<file path="config.mk">
export PLATFORM = sky130hd
export DESIGN_NAME = double_ended_queue
export DESIGN_NICKNAME = d
export VERILOG_FILES = /design/src/hw/rtl/deq_pkg.sv /design/src/hw/rtl/double_ended_queue.sv /design/src/hw/rtl/deq_ram.sv
export SDC_FILE = /design/constraint.sdc
export NUM_CORES = 1
export LEC_CHECK = 0
export ABC_AREA = 1
export BUFFER_PORTS_ARGS = -buffer_cell sky130_fd_sc_hd__buf_2
export CAP_MARGIN = 20
export CORE_ASPECT_RATIO = 1.5
export CORE_MARGIN = 8
export CORE_UTILIZATION = 35
export DETAILED_ROUTE_END_ITERATION = 10
export MAX_ROUTING_LAYER = met4
export PLACE_DENSITY_LB_ADDON = 0.08
export SETUP_SLACK_MARGIN = 0.02
export SYNTH_ARGS = -nofsm -noshare
export SYNTH_HDL_FRONTEND = slang
export SYNTH_SLANG_ARGS = --single-unit
</file>
<file path="constraint.sdc">
create_clock -name clock -period 6.2 [get_ports clock]
set_input_delay 1.24 -clock clock [delete_from_list [all_inputs] [get_ports clock]]
set_output_delay 1.24 -clock clock [all_outputs]
set_load 0.05 [all_outputs]
</file>
<file path="src/hw/rtl/deq_pkg.sv">
// shared types for the double-ended queue: request kinds, result status codes and widths
// no dependencies
package deq_pkg;

   typedef enum logic [1:0] {
      REQ_PUSH_BACK  = 2'd0,
      REQ_PUSH_FRONT = 2'd1,
      REQ_POP_BACK   = 2'd2,
      REQ_POP_FRONT  = 2'd3
   } req_kind_type;

   typedef enum logic [1:0] {
      ST_OK    = 2'd0,
      ST_EMPTY = 2'd1,
      ST_FULL  = 2'd2
   } status_type;

   localparam int unsigned OCC_WIDTH = 5;
   localparam int unsigned WORD_WIDTH = 32;

endpackage

</file>
<file path="src/hw/rtl/double_ended_queue.sv">
// double-ended queue top level: ring of words in a ram with front/back pointers and a count
// depends on deq_pkg and deq_ram
//
// usage:
//   req channel: req_tuser selects push back, push front, pop back or pop front;
//   req_tdata carries the word to push (ignored for pops).
//   rsp channel: one item per request; rsp_tdata holds the popped word (zero for
//   pushes and failed pops) and the occupancy after the request, rsp_tuser the status
//   (ok, pop on empty, push on full). failed requests leave the queue unchanged.
//   timing: a push or a failed pop shows its result in the cycle after acceptance;
//   a successful pop shows it once the registered ram read returns.
//   a push or a failed pop does not hold off the next request; a successful pop
//   holds it off until the registered read of the word ram returns.
//   the result sits in an output register; a new request is taken in the same
//   cycle that the previous result is taken. while rsp_tready is low and a result
//   waits, req_tready stays low.
//   reset clears the pointers, count and output valid; ram contents are not
//   cleared and are only read where a push wrote them.
module double_ended_queue #(
   parameter int unsigned DEPTH      = 16,
   parameter int unsigned DATA_WIDTH = 32
) (
   input  logic        clock,
   input  logic        reset,
   input  logic        req_tvalid,
   output logic        req_tready,
   input  logic [31:0] req_tdata,   // [31:0] push_value
   input  logic [1:0]  req_tuser,   // [1:0] req_type
   output logic        rsp_tvalid,
   input  logic        rsp_tready,
   output logic [39:0] rsp_tdata,   // [31:0] pop_value, [36:32] occupancy, [39:37] zero
   output logic [1:0]  rsp_tuser    // [1:0] status
);

   localparam int unsigned IDX_W = $clog2(DEPTH);
   localparam int unsigned CNT_W = $clog2(DEPTH + 1);
   localparam int unsigned OCC_W = deq_pkg::OCC_WIDTH;

   logic [IDX_W-1:0] front_ff, front_in;
   logic [IDX_W-1:0] back_ff, back_in;
   logic [CNT_W-1:0] count_ff, count_in;
   logic             pend_ff, pend_in;
   logic             rsp_valid_ff, rsp_valid_in;
   logic [31:0]      pop_ff, pop_in;
   logic [1:0]       status_ff, status_in;
   logic [deq_pkg::OCC_WIDTH-1:0] occ_ff, occ_in;

   logic                  accept;
   logic                  full;
   logic                  empty;
   logic                  wr_en;
   logic [IDX_W-1:0]      wr_addr;
   logic                  rd_en;
   logic [IDX_W-1:0]      rd_addr;
   logic [DATA_WIDTH-1:0] wr_data;
   logic [DATA_WIDTH-1:0] rd_data;
   logic [63:0]           push_ext;
   logic signed [63:0]    rd_ext;
   logic [IDX_W-1:0]      front_prev, front_next, back_prev, back_next;
   deq_pkg::req_kind_type req_kind;

   function automatic logic [IDX_W-1:0] next_idx(input logic [IDX_W-1:0] p);
      return (p == IDX_W'(DEPTH - 1)) ? '0 : p + 1'b1;
   endfunction

   function automatic logic [IDX_W-1:0] prev_idx(input logic [IDX_W-1:0] p);
      return (p == '0) ? IDX_W'(DEPTH - 1) : p - 1'b1;
   endfunction

   assign req_tready = !pend_ff && (!rsp_valid_ff || rsp_tready);
   assign accept     = req_tvalid && req_tready;
   assign full       = (count_ff == CNT_W'(DEPTH));
   assign empty      = (count_ff == '0);
   assign req_kind   = deq_pkg::req_kind_type'(req_tuser);

   assign front_prev = prev_idx(front_ff);
   assign front_next = next_idx(front_ff);
   assign back_prev  = prev_idx(back_ff);
   assign back_next  = next_idx(back_ff);

   // keep the low DATA_WIDTH bits of the 32-bit word, zero above it
   assign push_ext = {32'd0, req_tdata};
   assign wr_data  = push_ext[DATA_WIDTH-1:0];
   // stored word sign-extended, then cut to 32 bits
   assign rd_ext   = 64'(signed'(rd_data));

   always_comb begin
      front_in     = front_ff;
      back_in      = back_ff;
      count_in     = count_ff;
      pend_in      = 1'b0;
      rsp_valid_in = rsp_valid_ff && !rsp_tready;
      pop_in       = pop_ff;
      status_in    = status_ff;
      occ_in       = occ_ff;
      wr_en        = 1'b0;
      wr_addr      = back_ff;
      rd_en        = 1'b0;
      rd_addr      = front_ff;

      if (pend_ff) begin
         // ram read of the popped word has returned
         rsp_valid_in = 1'b1;
         pop_in       = rd_ext[31:0];
      end

      if (accept) begin
         pop_in    = '0;
         status_in = deq_pkg::ST_OK;
         occ_in    = OCC_W'(count_ff);
         case (req_kind)
            deq_pkg::REQ_PUSH_BACK, deq_pkg::REQ_PUSH_FRONT: begin
               rsp_valid_in = 1'b1;
               if (full) begin
                  status_in = deq_pkg::ST_FULL;
               end else begin
                  wr_en    = 1'b1;
                  count_in = count_ff + 1'b1;
                  if (req_kind == deq_pkg::REQ_PUSH_BACK) begin
                     wr_addr = back_ff;
                     back_in = back_next;
                  end else begin
                     wr_addr  = front_prev;
                     front_in = front_prev;
                  end
               end
            end
            deq_pkg::REQ_POP_BACK, deq_pkg::REQ_POP_FRONT: begin
               if (empty) begin
                  rsp_valid_in = 1'b1;
                  status_in    = deq_pkg::ST_EMPTY;
               end else begin
                  rd_en    = 1'b1;
                  pend_in  = 1'b1;
                  count_in = count_ff - 1'b1;
                  if (req_kind == deq_pkg::REQ_POP_BACK) begin
                     rd_addr = back_prev;
                     back_in = back_prev;
                  end else begin
                     rd_addr  = front_ff;
                     front_in = front_next;
                  end
               end
            end
            default: begin
               rsp_valid_in = 1'b1;
            end
         endcase
         occ_in = OCC_W'(count_in);
      end
   end

   always_ff @(posedge clock) begin
      if (reset) begin
         front_ff     <= '0;
         back_ff      <= '0;
         count_ff     <= '0;
         pend_ff      <= 1'b0;
         rsp_valid_ff <= 1'b0;
      end else begin
         front_ff     <= front_in;
         back_ff      <= back_in;
         count_ff     <= count_in;
         pend_ff      <= pend_in;
         rsp_valid_ff <= rsp_valid_in;
      end
      pop_ff    <= pop_in;
      status_ff <= status_in;
      occ_ff    <= occ_in;
   end

   deq_ram #(
      .WIDTH (DATA_WIDTH),
      .DEPTH (DEPTH)
   ) u_word_ram (
      .clock   (clock),
      .wr_en   (wr_en),
      .wr_addr (wr_addr),
      .wr_data (wr_data),
      .rd_en   (rd_en),
      .rd_addr (rd_addr),
      .rd_data (rd_data)
   );

   assign rsp_tvalid = rsp_valid_ff;
   assign rsp_tdata  = {3'd0, occ_ff, pop_ff};
   assign rsp_tuser  = status_ff;

endmodule

</file>
<file path="src/hw/rtl/deq_ram.sv">
// generic single-write, single-read synchronous ram with a registered read port
// no dependencies
module deq_ram #(
   parameter int unsigned WIDTH = 32,
   parameter int unsigned DEPTH = 16
) (
   input  logic                     clock,
   input  logic                     wr_en,
   input  logic [$clog2(DEPTH)-1:0] wr_addr,
   input  logic [WIDTH-1:0]         wr_data,
   input  logic                     rd_en,
   input  logic [$clog2(DEPTH)-1:0] rd_addr,
   output logic [WIDTH-1:0]         rd_data
);

   logic [WIDTH-1:0] mem_ff [DEPTH];
   logic [WIDTH-1:0] rd_data_ff;

   always_ff @(posedge clock) begin
      if (wr_en) begin
         mem_ff[wr_addr] <= wr_data;
      end
      if (rd_en) begin
         rd_data_ff <= mem_ff[rd_addr];
      end
   end

   assign rd_data = rd_data_ff;

endmodule
</file>
Word level (Yosys, flattened, before mapping)
Memory sizes are Yosys's and may differ from the RTL's. A register that Yosys moved wholly into a read port is not among the register bits.
Cells that the tools add are included.
Word-level totals
  register bits after elaboration: 54
  bits in writable memories: 512
  word-level logic and storage cells: 82
  memories kept: 1
Memories
  u_word_ram.mem_ff: depth 16, width 32, read ports 1, clocked after memory_dff 1, wr ports 1, RTL line deq_ram.sv:16  | logic [WIDTH-1:0] mem_ff [DEPTH];
Operators by class
  $add $sub $neg: 6
  equal/unequal tests: 12
  mux-type cells: 40
  reduce and logical (&&, ||, !) cells: 15
Operators by type and width (count)
  2-to-1 mux 4 bit: 20
  case mux 4 bit (2 select lines): 2
  2-to-1 mux 1 bit: 12
  inequality test 2 bit (second input constant): 6
  2-to-1 mux 5 bit: 2
  case mux 5 bit (2 select lines): 1
  AND reduction 5 bit: 2
  adder 4 x 1 -> 4 bit (second input constant): 2
  equality test 4 bit (second input constant): 2
  logical NOT 4 bit: 2
  subtractor 4 x 1 -> 4 bit (second input constant): 2
  adder 5 x 1 -> 5 bit (second input constant): 1
  equality test 5 bit (second input constant): 1
  logical NOT 5 bit: 1
  subtractor 5 x 1 -> 5 bit (second input constant): 1
  equality test 2 bit (second input constant): 2
  case mux 2 bit (2 select lines): 1
  OR reduction 2 bit: 2
  logical AND 1 bit: 3
  logical NOT 1 bit: 3
  equality test 2 x 1 -> 1 bit (second input constant): 1
  logical NOT 2 bit: 1
  2-to-1 mux 2 bit: 1
  case mux 1 bit (2 select lines): 1
  logical OR 1 bit: 1

Longest topological paths before layout
Gate-level depths: netlist (run 1).
  depth after elaboration: 7
  gate-level depth with buffers: 15
  mapped depth without buffers: 13

Cells and area by module
A second synthesis (run 1) with hierarchy kept.
Unflattened totals
  cells, all modules: 2544
  area total of the unflattened synthesis: 25922.4 um^2
Modules (own cells, without submodules)
  deq_ram: times used 1, cells each 2120, area an instance 23050.9 um^2
  double_ended_queue: times used 1, cells each 424, area an instance 2871.5 um^2

Worst setup path after synthesis (run 1)
No wires, ideal clock.
  kind: input to register
  start: input port rsp_tready
  end: memory u_word_ram.mem_ff[5][0] (enable)
  arrival: 3.723 ns
  required time: 5.779 ns
  setup slack: 2.056 ns
  stages on the path: 9
  path buffers: 1
  path through: inv_1 nand2_1 nand3_2 buf_2 nor2_1 nand2_1 o21ai_0 nand3_1 nor2_1
On the way
  longest elaborated chain between the ends: 6
  elaborated cells between the ends (all ways): 7
Ends and longest elaborated chain
  from (decl): RTL line double_ended_queue.sv:30  | input logic rsp_tready,
  logical OR 1 bit *: RTL line double_ended_queue.sv:70  | assign req_tready = !pend_ff && (!rsp_valid_ff || rsp_tready);
  logical AND 1 bit *: RTL line double_ended_queue.sv:70
  logical AND 1 bit *: RTL line double_ended_queue.sv:71  | assign accept = req_tvalid && req_tready;
  2-to-1 mux 1 bit: RTL line double_ended_queue.sv:107  | if (accept) begin
  2-to-1 mux 1 bit: RTL line deq_ram.sv:20  | if (wr_en) begin
  2-to-1 mux 1 bit (implied by the code): RTL line deq_ram.sv:21  | mem_ff[wr_addr] <= wr_data;
  to (decl): RTL line deq_ram.sv:16
Mark *: on every way between the ends. The rest lies on a longest branch, timed or not.

Worst setup path after layout (run 1)
  start: input port req_tuser[1]
  end: memory u_word_ram.mem_ff[9][23] (enable)
On the way
  longest elaborated chain between the ends: 6
  elaborated cells between the ends (all ways): 11
Ends and longest elaborated chain
  from (decl): RTL line double_ended_queue.sv:28  | input logic [1:0] req_tuser,
  equality test 2 x 1 -> 1 bit or logical NOT 2 bit (tied branches): RTL line double_ended_queue.sv:111, double_ended_queue.sv:119
  OR reduction 2 bit: RTL line double_ended_queue.sv:111  | case (req_kind)
  2-to-1 mux 1 bit: RTL line double_ended_queue.sv:111
  2-to-1 mux 1 bit: RTL line double_ended_queue.sv:107
  2-to-1 mux 1 bit: RTL line deq_ram.sv:20
  2-to-1 mux 1 bit (implied by the code): RTL line deq_ram.sv:21
Parallel ways exist; a longest one is shown, timed or not.

==> results.sh, run 1 <==
export IMPL_status="complete, no violations"
export IMPL_fin_crit_sh_pct=62.8
export IMPL_rrSetupSlack_ps=2470
export IMPL_cts_setup_buffers=0
export IMPL_drive_gt1_share_pct=8.95
export IMPL_first_global_vias=18000
export IMPL_rows=123
export IMPL_clock_latency_ps=640
export IMPL_drt_wirelength_per_cell_microns=20.5
export IMPL_critical_path_endpoint_type="flip-flop"
export IMPL_place_congestion=0.800
export IMPL_ys_ff_latch=598
export IMPL_final_cell_mix="nand3_1, inv_1, edfxtp_1"
export IMPL_hold_depth=4
export IMPL_cts_repair_resized=0
export IMPL_dieArea_sq_mm=0.0843
export IMPL_reg2regPathDepth=12
export IMPL_tightestPinTransition_ps=1140
export IMPL_cts_root_buf="clkbuf_16"
export IMPL_async_flop_share_pct=0
export IMPL_track_usage_pct=18.6
export IMPL_critPathKind="input port to flip-flop"
export IMPL_place_hpwl_mm=42.2
export IMPL_synth_ff_type="edfxtp_1"
export IMPL_drtIter0Drc=1333
export IMPL_dpl_cell_count=3583
export IMPL_r2r_start="back_ff[0]"
export IMPL_synthesis_area_sq_mm=0.0263
export IMPL_final_common_cell="nand3_1"
export IMPL_drv_slew=0
export IMPL_min_path_type="flip-flop to flip-flop"
export IMPL_firstDrtPassIters=5
export IMPL_synth_edff_count=551
export IMPL_yosysUniqueCellTypes=36
export IMPL_slew_headroom_pct=23.9
export IMPL_maxCapViolations=0
export IMPL_seq_area_frac_synth_pct=66.5
export IMPL_antenna_left=0
export IMPL_required_ps=6510
export IMPL_drc=0
export IMPL_grt_max_degree=138
export IMPL_grt_overflow=0
export IMPL_cts_num_sinks=598
export IMPL_yosysWarnings=0
export IMPL_startpoint="req_tuser[1]"
export IMPL_cts_tree="built"
export IMPL_die_h_microns=352
export IMPL_worst_r2r_endpoint="u_word_ram.rd_data[23]"
export IMPL_clock_skew_ps=24.1
export IMPL_cts_buffers=60
export IMPL_syn_mean_instance_area_sq_um=10.1
export IMPL_hold_viol_final=0
export IMPL_die_width_microns=240
export IMPL_clk_pin_slew_worst_paths_ps=60
export IMPL_fin_setup_tns_ps=0
export IMPL_pwr_density_cell_mw_per_mm2=313
export IMPL_arrival_ps=4200
export IMPL_antenna_found_initial=2
export IMPL_rsz0062_at_grt="no"
export IMPL_initial_core_util_pct=35.2
export IMPL_cts_hold_buf=0
export IMPL_instances_no_fill=3695
export IMPL_portBuffers=78
export IMPL_routed_via_count=17700
export IMPL_vdd_ir_drop_max_mv=0.247
export IMPL_detail_route_vias_per_cell=4.79
export IMPL_setup_violations_final=0
export IMPL_period_minus_slack_ps=3890
export IMPL_endpoint="u_word_ram.mem_ff[9][23]"
export IMPL_fmax_mhz=257
export IMPL_drt_total_wl_mm=75.6
export IMPL_clockBufferDepth=3
export IMPL_leakagePower_nw=12.9
export IMPL_crit_fanout=19
export IMPL_final_nets=2691
export IMPL_syn_inst=2598
export IMPL_ios=82
export IMPL_grt_pass1_wl_mm=114
export IMPL_crit_path_start_kind="input port"
export IMPL_cts_htree_levels=2
export IMPL_core_area_sq_mm=0.0746
export IMPL_syn_to_final_growth_pct=12.8
## logic make-up after synthesis
family | after synthesis | share of synthesized area, %
AOI/OAI and AO/OA | 51 | 1.10
and+or+nand+nor | 1209 | 20.7
xor gates and xnor gates | 11 | 0.366
other | 1 | 0.0143
buffers and inverters | 721 | 11.0
DFF | 598 | 66.5
adders and majority gates | 7 | 0.333
## flip-flops by register name (all words and copies together) (netlist names)
| signal | count |
|---|---|
| u_word_ram.rd_data | 32 |
| rsp_tuser | 2 |
| u_word_ram.mem_ff | 512 |
| rsp_tvalid | 1 |
| front_ff | 4 |
| count_ff | 5 |
| occ_ff | 5 |
| pop_ff | 32 |
| back_ff | 4 |
| pend_ff | 1 |
## worst max-delay path, cell delays in order
cell and delay (ps):
buf_2 280, clkinv_1 300, nand2_1 220, inv_1 70, nand2_1 200, nand2_1 90, o21ai_0 180, nand2_1 340
nor2_4 820, buf_4 420
## power by group
part           switching, W  internal (W)
combinational      0.000886      0.000313
sequential        0.0000464       0.00452
clock               0.00159       0.00194
## stage by stage
step	utilization [%]	hold WS [ps]	setup WS, ps	total power (W)	area [sq um]
after floorplan	-	495	2060	0.00542	26300
after global placement	37.2	511	1820	0.00586	27800
after detailed placement	37.2	516	1730	0.00586	27800
after CTS	39.7	531	2420	0.00940	29600
after global routing	39.7	563	2140	0.00966	29700
final	39.7	526	2310	0.00929	29700
## routing by layer
layer  GRT usage (%)  wire length [microns]  up-vias
met4            5.90                   2190        0
met1            23.1                  33200     8683
met2            31.0                  37100      399
li1                -                      -     8494
met5               -                      0        -
met3            2.74                   3150      121
## how the worst min path moves through the flow
| stage | startpoint | to |
|---|---|---|
| 2_1_floorplan | u_word_ram.rd_data[31] | pop_ff[31] |
| 3_3_place_gp | pop_ff[31] | pop_ff[31] |
| 3_5_place_dp | pop_ff[15] | pop_ff[15] |
| 4_1_cts | u_word_ram.rd_data[24] | pop_ff[24] |
| 5_1_grt | pop_ff[23] | pop_ff[23] |
| 6_report | pop_ff[15] | pop_ff[15] |
## layout make-up
cell class	instances	area, sq um
Clock inverter	40	322
Tap cell	1000	1250
Clock buffer	69	1540
Sequential cell	598	17500
Antenna cell	2	5.00
Fill cell	7409	45000
Timing Repair Buffer	119	768
Multi-Input combinational cell	1281	6090
Inverter	586	2200
## cell usage after synthesis (3+ instances only)
master | n | area, sq um
edfxtp_1 | 551 | 16500
nor2_1 | 26 | 97.6
clkbuf_1 | 39 | 146
buf_1 | 6 | 22.5
nor3_1 | 3 | 15.0
o21ai_0 | 20 | 100
o21ai_1 | 3 | 15.0
buf_4 | 24 | 180
nand3_1 | 623 | 3120
buf_6 | 3 | 33.8
xor2_1 | 8 | 70.1
ha_1 | 7 | 87.6
dfxtp_1 | 47 | 941
o211ai_1 | 3 | 22.5
buf_2 | 63 | 315
inv_1 | 581 | 2180
nand2_4 | 6 | 67.6
nor2_4 | 3 | 33.8
xnor2_1 | 3 | 26.3
nand2_1 | 544 | 2040
a21oi_1 | 13 | 65.1
(Power assumes the default switching activity.)
==> inputs of run 2 (changes only) <==
Clock period 6.2 ns to 3.5 ns, I/O delays scaled along.
==> run 2 against run 1 <==
  * Clock skew up 1.9 ps
  * Global-route usage rose by 0.53 points
  * Via count is 1.8% higher
  * Sequential power rose by 77%
  * Sequential cell count unchanged
  * Combinational power increased by 89%
  * Power rose by 82%
  * First-iteration DRC count shrank 8.9%
  * Non-clock buffer count is 28 higher
  * Clock power up 86%
  * Critical path type is now flip-flop to flip-flop
==> results.sh, run 2 (synthesis results as in run 1) <==
export IMPL_largest_reg_flops=512
export IMPL_cts_root_buf="clkbuf_16"
export IMPL_drv_slew=0
export IMPL_fin_area_sq_mm=0.0303
export IMPL_antenna_left=0
export IMPL_crit_fanout=33
export IMPL_clock_latency_ps=640
export IMPL_fillers=7263
export IMPL_holdWs_ps=343
export IMPL_power_frac_comb_pct=13.4
export IMPL_clk_pin_slew_worst_paths_ps=60
export IMPL_drc=0
export IMPL_finalPower_w=0.0169
export IMPL_critPathKind="flip-flop to flip-flop"
export IMPL_firstDrtPassIters=7
export IMPL_drtIter0Drc=1214
export IMPL_required_ps=3860
export IMPL_leakagePower_nw=13.2
export IMPL_die_width_microns=240
export IMPL_first_global_vias=17800
export IMPL_cts_tree="built"
export IMPL_cts_hold_buf=0
export IMPL_fmax_mhz=339
export IMPL_cts_num_sinks=598
export IMPL_hold_viol_final=0
export IMPL_drt_wirelength_per_cell_microns=20.9
export IMPL_fin_crit_sh_pct=84.3
export IMPL_tightestPinTransition_ps=675
export IMPL_slew_headroom_pct=54.7
export IMPL_critical_path_endpoint_type="flip-flop"
export IMPL_rsz0062_at_grt="no"
export IMPL_period_minus_slack_ps=2950
export IMPL_rows=123
export IMPL_cts_repair_resized=0
export IMPL_dieArea_sq_mm=0.0843
export IMPL_top_register="u_word_ram.mem_ff"
export IMPL_drt_total_wl_mm=77.8
export IMPL_ios=82
export IMPL_vdd_ir_drop_max_mv=0.387
export IMPL_cts_buffers=60
export IMPL_switching_power_w=0.00451
export IMPL_core_area_sq_mm=0.0746
export IMPL_cts_setup_buffers=0
export IMPL_internal_power_w=0.0124
export IMPL_final_nets=2719
export IMPL_syn_to_final_growth_pct=15.3
export IMPL_portBuffers=78
export IMPL_power_frac_clock_pct=38.7
export IMPL_drive_gt1_share_pct=10.1
export IMPL_detail_route_vias_per_cell=4.84
export IMPL_place_area_sq_mm=0.0284
export IMPL_place_hpwl_mm=45.3
export IMPL_fin_setup_tns_ps=0
export IMPL_grt_pass1_wl_mm=116
export IMPL_grt_max_degree=90
export IMPL_final_cell_mix="nand3_1, inv_1, edfxtp_1"
export IMPL_clock_skew_ps=26.0
export IMPL_grt_overflow=0
export IMPL_die_h_microns=352
export IMPL_status="complete, no violations"
export IMPL_setup_violations_final=0
export IMPL_instances_no_fill=3721
export IMPL_pwr_density_cell_mw_per_mm2=556
export IMPL_maxCapViolations=0
export IMPL_p_seq_share_pct=47.9
export IMPL_antenna_found_initial=2
export IMPL_min_path_type="input port to flip-flop"
export IMPL_clockBufferDepth=3
export IMPL_track_usage_pct=19.1
export IMPL_crit_path_start_kind="flip-flop"
export IMPL_routed_via_count=18000
export IMPL_final_common_cell="nand3_1"
export IMPL_arrival_ps=3310
export IMPL_initial_core_util_pct=35.2
export IMPL_dpl_cell_count=3612
export IMPL_place_congestion=0.799
export IMPL_swShare_pct=26.7
export IMPL_cts_htree_levels=2
-- run 2: changes by cell type in the layout (fill, tap and decap cells not counted), moves of 3 or more --
cell / before / now
buf_12: 4 / 34
clkinv_1: 18 / 9
clkbuf_8: 0 / 5
clkbuf_16: 60 / 63
-- run 2: path summary, 6_finish.rpt --
check | depth (start not counted) | start | slack, ps | to
worst max register to register | 13 | back_ff[0] | 550 | u_word_ram.rd_data[20]
worst min register to register | 4 | u_word_ram.rd_data[24] | 530 | pop_ff[24]
worst max-delay path | 13 | back_ff[0] | 550 | u_word_ram.rd_data[20]
worst min-delay path | 3 | req_tvalid | 340 | rsp_tvalid
-- run 2: power by group through the flow --
stage                     combinational, W  sequential, W  clock, W
final                              0.00227        0.00808   0.00653
after CTS                          0.00231        0.00808   0.00672
after global placement             0.00230        0.00824         0
after floorplan                    0.00129        0.00832         0
after global routing               0.00250        0.00809   0.00697
after detailed placement           0.00230        0.00824         0
-- run 2: critical path, cell delays in order, from the launching register on --
cell and delay, ps:
dfxtp_1 350, inv_1 160, ha_1 240, nand2_1 90, o21ai_1 350, nand3_4 170, nand2_8 300, buf_12 280
buf_12 190, nand2_1 60, nand3_1 70, nand3_1 100, nand3_1 100, nand2_1 140
-- run 2: final cells by class --
cell class                 count  area (sq um)  area share, %
clock inverter                30           280          0.924
inverter                     586          2200           7.26
multi-input combinational   1281          6090           20.1
timing repair buffer         147          1330           4.40
antenna                        1          2.50        0.00825
clock buffer                  78          1680           5.55
tap                         1000          1250           4.12
sequential                   598         17500           57.6
-- run 2: layer usage --
layer | track usage (%) | up-vias | routed length (microns)
met5 | - | - | 0
met4 | 6.26 | 0 | 2550
met3 | 2.76 | 139 | 3590
met2 | 32.9 | 413 | 39000
met1 | 22.9 | 8915 | 32600
li1 | - | 8557 | -
-- run 2: per-stage QoR --
| step | setup WS, ps | utilization (%) |
|---|---|---|
| floorplan | -104 | - |
| global placement | 374 | 38.0 |
| global route | 277 | 40.6 |
| finish | 550 | 40.6 |
| detailed placement | 378 | 38.0 |
| CTS | 495 | 40.6 |
